[config.mk]
export PLATFORM = sky130hd
export DESIGN_NAME = psd_sqrt
export DESIGN_NICKNAME = d
export VERILOG_FILES = /design/src/design/psd_pkg.sv /design/src/design/psd_sqrt.sv
export SDC_FILE = /design/constraint.sdc
export NUM_CORES = 2
export LEC_CHECK = 0
export BUFFER_PORTS_ARGS = -buffer_cell sky130_fd_sc_hd__clkbuf_2
export CAP_MARGIN = 20
export CORE_ASPECT_RATIO = 1.2
export CORE_MARGIN = 2
export CORE_UTILIZATION = 50
export CTS_CLUSTER_DIAMETER = 100
export DETAILED_ROUTE_END_ITERATION = 8
export HOLD_SLACK_MARGIN = 0.12
export PLACE_DENSITY = 0.67
export SLEW_MARGIN = 10
export SYNTH_ARGS = -nofsm -noshare
export SYNTH_HDL_FRONTEND = slang
export SYNTH_SLANG_ARGS = --single-unit
[constraint.sdc]
create_clock -name clock -period 4.05 [get_ports clock]
set_input_delay 0.405 -clock clock [delete_from_list [all_inputs] [get_ports clock]]
set_output_delay 0.405 -clock clock [all_outputs]
set_load 0.02 [all_outputs]
[src/design/psd_pkg.sv]
`timescale 1ns / 1ps
// ----------------------------------------------------------------------------
// psd_pkg
// shared widths, part codes and stage payload types of the point to
// segment distance pipeline
// ----------------------------------------------------------------------------
package psd_pkg;

   localparam int COORD_BITS   = 24;
   localparam int DIFF_W       = COORD_BITS + 1;
   localparam int PROD_W       = 2 * DIFF_W;
   localparam int SQ_W         = 2 * COORD_BITS + 2;
   localparam int SUM_W        = SQ_W + 1;
   localparam int HALF_W       = SQ_W / 2;
   localparam int NUM_W        = 2 * SQ_W;
   localparam int QB           = SQ_W;
   localparam int RB           = SQ_W / 2;
   localparam int REM_W        = RB + 2;
   localparam int DIST_W       = 25;
   localparam int FRONT_STAGES = 6;
   localparam int PIPE_DEPTH   = FRONT_STAGES + QB + 1 + RB;

   localparam logic [1:0] PART_START = 2'd0;
   localparam logic [1:0] PART_END   = 2'd1;
   localparam logic [1:0] PART_INNER = 2'd2;
   localparam logic [1:0] PART_NONE  = 2'd3;

   typedef logic signed [COORD_BITS-1:0] coord_type;

   typedef struct packed {
      logic [1:0]      part;
      logic [SQ_W-1:0] d2;
   } side_type;

   typedef struct packed {
      logic [NUM_W-1:0] num;
      logic [SQ_W-1:0]  divisor;
      side_type         side;
   } div_req_type;

   typedef struct packed {
      logic [QB-1:0] quot;
      side_type      side;
   } div_rsp_type;

endpackage

[src/design/psd_sqrt.sv]
`timescale 1ns / 1ps
// ----------------------------------------------------------------------------
// psd_sqrt
// pipelined floor integer square root, one root bit per stage
// ----------------------------------------------------------------------------
module psd_sqrt (
   input  logic                       clock,
   input  logic                       reset,
   input  logic                       in_valid,
   input  logic [psd_pkg::SQ_W-1:0]   in_rad,
   input  logic [1:0]                 in_part,
   output logic                       out_valid,
   output logic [psd_pkg::RB-1:0]     out_root,
   output logic [1:0]                 out_part
);
   import psd_pkg::*;

   logic             vld_ff  [RB];
   logic [SQ_W-1:0]  rad_ff  [RB];
   logic [REM_W-1:0] rem_in  [RB];
   logic [REM_W-1:0] rem_ff  [RB];
   logic [RB-1:0]    root_in [RB];
   logic [RB-1:0]    root_ff [RB];
   logic [1:0]       part_ff [RB];

   for (genvar k = 0; k < RB; k++) begin : g_stage
      logic             vld_cur;
      logic [SQ_W-1:0]  rad_cur;
      logic [REM_W-1:0] rem_cur;
      logic [RB-1:0]    root_cur;
      logic [1:0]       part_cur;
      logic [REM_W+1:0] t;
      logic [REM_W+1:0] trial;
      logic [REM_W+1:0] diff;
      logic             ge;

      if (k == 0) begin : g_first
         assign vld_cur  = in_valid;
         assign rad_cur  = in_rad;
         assign rem_cur  = '0;
         assign root_cur = '0;
         assign part_cur = in_part;
      end else begin : g_next
         assign vld_cur  = vld_ff[k-1];
         assign rad_cur  = rad_ff[k-1];
         assign rem_cur  = rem_ff[k-1];
         assign root_cur = root_ff[k-1];
         assign part_cur = part_ff[k-1];
      end

      always_comb begin
         t          = {rem_cur, rad_cur[SQ_W-1:SQ_W-2]};
         trial      = (REM_W + 2)'({root_cur, 2'b01});
         ge         = (t >= trial);
         diff       = ge ? (t - trial) : t;
         rem_in[k]  = diff[REM_W-1:0];
         root_in[k] = {root_cur[RB-2:0], ge};
      end

      always_ff @(posedge clock) begin
         if (reset) begin
            vld_ff[k] <= 1'b0;
         end else begin
            vld_ff[k] <= vld_cur;
         end
         rad_ff[k]  <= {rad_cur[SQ_W-3:0], 2'b00};
         rem_ff[k]  <= rem_in[k];
         root_ff[k] <= root_in[k];
         part_ff[k] <= part_cur;
      end
   end

   assign out_valid = vld_ff[RB-1];
   assign out_root  = root_ff[RB-1];
   assign out_part  = part_ff[RB-1];

endmodule

## Word-level counts from Yosys, hierarchy flattened

Memories as Yosys holds them, arrays and structs flattened.
Index checks and enable logic that the tools add are counted.

| word-level totals | value |
|---|---|
| register bits after elaboration | 0 |
| bits in writable memories | 2,575 |
| input port bits | 55 |
| output and inout port bits | 28 |
| word-level logic and storage cells | 133 |
| memories | 5 |

| cells by class | value |
|---|---|
| $add $sub $neg | 25 |
| magnitude comparators | 25 |
| multiplexer cells | 53 |
| bitwise gates (word level) | 25 |

Memories:

| name | words | bits a word | read ports | clocked after memory_dff | wr ports | RTL line | RTL |
|---|---|---|---|---|---|---|---|
| rad_ff | 25 | 48 | 24 | 0 | 25 | psd_sqrt.sv:19 | `logic [SQ_W-1:0] rad_ff [RB];` |
| rem_ff | 25 | 27 | 24 | 0 | 25 | psd_sqrt.sv:21 | `logic [REM_W-1:0] rem_ff [RB];` |
| root_ff | 25 | 25 | 25 | 0 | 25 | psd_sqrt.sv:23 | `logic [RB-1:0] root_ff [RB];` |
| part_ff | 25 | 2 | 25 | 0 | 25 | psd_sqrt.sv:24 | `logic [1:0] part_ff [RB];` |
| vld_ff | 25 | 1 | 25 | 0 | 25 | psd_sqrt.sv:18 | `logic vld_ff [RB];` |

Operators by type and width:

| cell | count |
|---|---|
| $ge A29 B27 Y1 | 24 |
| $mux W27 | 25 |
| $sub A27 B27 Y27 | 24 |
| $mux W1 | 28 |
| $or A1 B1 Y1 | 25 |
| $sub A2 B1 Y3 const B | 1 |
| $ge A2 B1 Y1 const B | 1 |

## Logic depth before layout (Yosys ltp)

| depth | value |
|---|---|
| word-level depth | 3 |
| gate-level depth with buffers | 14 |
| mapped depth without buffers | 12 |

## Worst setup path after synthesis

OpenSTA, ideal clock, no wires.

| timing path | value |
|---|---|
| path type | register to register |
| start point | memory root_ff[5][27] (netlist bit) |
| end point | memory rem_ff[22][21] (netlist bit) |
| library setup time | 0.121 ns |
| arrival | 3.070 ns |
| slack | 0.860 ns |
| stages on the path, launching flop included | 13 |
| path buffers | 2 |
| period minus slack after synthesis | 3.190 ns |
| cell sequence | dfxtp_1 > inv_1 > ha_1 > or3_1 > o22a_1 > a221oi_1 > o211ai_1 > and3_1 > o21ai_1 > and2_1 > clkbuf_1 > clkbuf_1 > mux2_2 |

RTL lines:

| what | RTL line |
|---|---|
| start: declaration | psd_sqrt.sv:23 |
| end: declaration | psd_sqrt.sv:21 |

==> flow_summary.toml <==
[global_routing]
grt_pass1_vias = 38160
grt_use_total = 0.1947
grt_max_degree = 45
grt.overflow.total = 0
grt_antenna_before_repair = 0
grt_pass1_wl_um = 186300

[detailed_routing]
drc = 0
antenna_left = 0
wire_per_inst_um = 15.53
vias = 38270
post_drt_via_cell_ratio = 5.157
drtIter0Drc = 1984
drt_pass1_iterations = 6
finalWirelength_um = 115200

[run]
max-cap-violations = 0

[worst_setup_path]
critPathRequiredTime_ns = 4.72
cp.arrival_ns = 4.23
cp-start-kind = "register"
end_kind = "register"
critPathMaxFanout = 15
path_class = "register to register"

[cts]
cts_buffers = 153
post_cts_buffers = 0
htreeDepth = 4
cts-root-buf = "clkbuf_16"
clkLatencyLatePin_ns = 0.79
clk_pin_slew_ns = 0.06
cts_buffer_depth = 3
cts_sinks = 1611
cts_tree = "yes"

[synthesis]
asyncSetResetFlopFracSynth = 0
yosys.area_share.simple = 0.1233
ys_ff_latch = 1611
syn-num-nets = 5969
synthesis.area_um2 = 57540
netlist_instances = 5562
syn_avg_cell_area_um2 = 10.34
synth_edf_count = 0
synth.mux.area_fraction = 0.009742
ys_types = 84
synth_top_family_by_area = "simple AND/OR/NAND/NOR gates"
synth_ff_type = "dfxtp_1"
synth_fa_ha_area_frac = 0.07655
ys_warn_count = 0
synth-xor-area-share = 0.07474
ys_seq_area_frac = 0.5605
synth_compound_area_frac = 0.1193

[final_layout]
num-fill-cells = 9767
layout.nets = 6187
ff_latch_area_um2 = 32250
drive_gt1_frac = 0.07660
area_delta_synth_final_pct = 14.38
multi_input_area_um2 = 23280

[placement]
place_congestion = 0.9128
pre_cts_ws_ns = 0.4671
port_buffers = 82
dpl.hpwl_um = 86120

[floorplanning]
die_height_um = 375.6
die_w_um = 313.7
pin_count = 83
core_area_um2 = 114400
fp-row-count = 136
initial_utilization = 0.5032
dieArea_um2 = 117800

[timing]
setup_tns_ns = 0
hold_viol_final = 0
max_freq_mhz = 280.4
max-slew-margin-rel = 0.3925
setup_viol = 0
setup_ws_ns = 0.4840
clock_skew_ns = 0.05035
period_minus_slack_ns = 3.566
period_share = 0.8805
worstMarginPinSlew_ns = 0.9058
rsz0062_at_grt = "no"
drv_slew = 0

[pwr]
p_leak_uw = 0.03078
vdd_drop_max_mv = 0.4500
power.density_nw_per_um2 = 635.1

[min_path]
hp-class = "input pin to register"

[status]
status = "completed"
critical path: stages, from the launching register on:
cell	delay, ns
dfxtp_1	0.35
or4_1	0.56
or3_1	0.39
or4_1	0.45
or3_1	0.37
or3_1	0.55
and3_1	0.32
nand2_1	0.23
nor4_1	0.09
xor2_1	0.14
final cells by class:
type	instances	share of cell area
sequential	1611	0.4901
multi-input combinational	3404	0.3537
clock buffer	210	0.06586
tap	1518	0.02886
inverter	444	0.02532
timing repair buffer	166	0.01833
clock inverter	66	0.01774
antenna	2	0.00007605
report_power, final:
group	internal, uW	switching, uW	total (uW)
clock network	8960	6150	15100
registers	18400	1920	20300
logic	2930	3440	6380
registers in the layout (all words and copies together), names as in the netlist:
name     cells
rem_ff     611
rad_ff     600
root_ff    325
part_ff     50
vld_ff      25
cells by family after synthesis:
kind of cell | after synthesis
buffers and inverters | 547
AND/OR/NAND/NOR | 1425
flip-flops | 1611
AO/OA/AOI/OAI | 1084
multiplexers | 51
other | 1
XOR/XNOR | 491
adder cells (fa/ha/maj) | 352
placed cells by master (no fill, tap or decap), drive strengths merged, types with 21 or more instances in the layout:
master       instances
a211oi              39
a21boi              25
a21o               134
a21oi              295
a31oi               23
and3                33
buf                 28
bufinv              21
clkbuf             292
clkinv              29
dfxtp             1611
dlygate4sd3         56
ha                 352
inv                452
mux2                40
nand2              338
nand2b              66
nand3               78
nand4               65
nor2               352
nor2b               76
nor3               146
nor4                72
o21a                82
o21ai              283
o21bai              28
o31ai               47
or2                 26
or3                 69
or4                 30
xnor2              247
xor2               244
cells in the mapped netlist (all sizes together) (11+ instances only):
| cell | instances | area share |
|---|---|---|
| and2 | 13 | 0.0014 |
| mux2 | 40 | 0.0078 |
| dfxtp | 1611 | 0.56 |
| a2111oi | 12 | 0.0022 |
| nor2b | 76 | 0.0083 |
| xor2 | 244 | 0.037 |
| nor2 | 352 | 0.023 |
| o41ai | 11 | 0.0017 |
| nand3b | 15 | 0.0020 |
| or3 | 69 | 0.0075 |
| o21ai | 283 | 0.025 |
| or4 | 30 | 0.0040 |
| buf | 11 | 0.00080 |
| clkbuf | 92 | 0.0060 |
| a31oi | 23 | 0.0025 |
| a21boi | 25 | 0.0033 |
| o31ai | 47 | 0.0061 |
| nand2 | 338 | 0.022 |
| o21a | 82 | 0.011 |
| a31o | 11 | 0.0017 |
| nand2b | 66 | 0.0072 |
| or2 | 26 | 0.0028 |
| mux2i | 11 | 0.0019 |
| ha | 352 | 0.077 |
| xnor2 | 247 | 0.038 |
| nand3 | 78 | 0.0068 |
| nand4 | 65 | 0.0071 |
| a21o | 134 | 0.017 |
| o211ai | 16 | 0.0021 |
| nand4b | 11 | 0.0017 |
| nor3 | 146 | 0.013 |
| inv | 444 | 0.029 |
| o21bai | 28 | 0.0037 |
| and3 | 33 | 0.0036 |
| nor4 | 72 | 0.0078 |
| a21oi | 295 | 0.026 |
| a211oi | 39 | 0.0051 |
per-layer routing:
metal / routed length [um] / up-vias / part of all wire / GRT usage
met3: 3817 / 307 / 0.033 / 0.03188
met1: 45080 / 17820 / 0.39 / 0.2047
li1: - / 19430 / - / -
met5: 0 / - / 0 / 0
met2: 61050 / 715 / 0.53 / 0.3692
met4: 5284 / 0 / 0.046 / 0.09949
repair_timing:
item                                   in CTS  in global routing
hold buffers                               56                  0
gates resized for setup                     0                  0
endpoints found under the hold margin      78                  0
final timing paths:
check / start / to / slack [ns] / cells past startpoint
max: rem_ff[3][13]$_DFF_P_ / rem_ff[4][23]$_DFF_P_ / 0.48 / 9
min: in_rad[41] / rad_ff[0][41]$_DFF_P_ / 0.25 / 2
max reg2reg: rem_ff[3][13]$_DFF_P_ / rem_ff[4][23]$_DFF_P_ / 0.48 / 9
min reg2reg: rad_ff[5][41]$_DFF_P_ / rad_ff[6][43]$_DFF_P_ / 0.31 / 0
stage by stage:
step	power, uW	hold slack (ns)	std cells	cell area [um2]	util
floorplan	24940	0.3096	5562	57540	-
global placement	26810	0.3096	7087	59740	0.5225
detailed placement	26950	0.3121	7087	59740	0.5225
CTS	42250	0.1809	7419	65800	0.5755
global route	43950	0.2138	7419	65800	0.5755
finish	41800	0.2500	7421	65810	0.5755
Power figures use the tool's default switching activity.
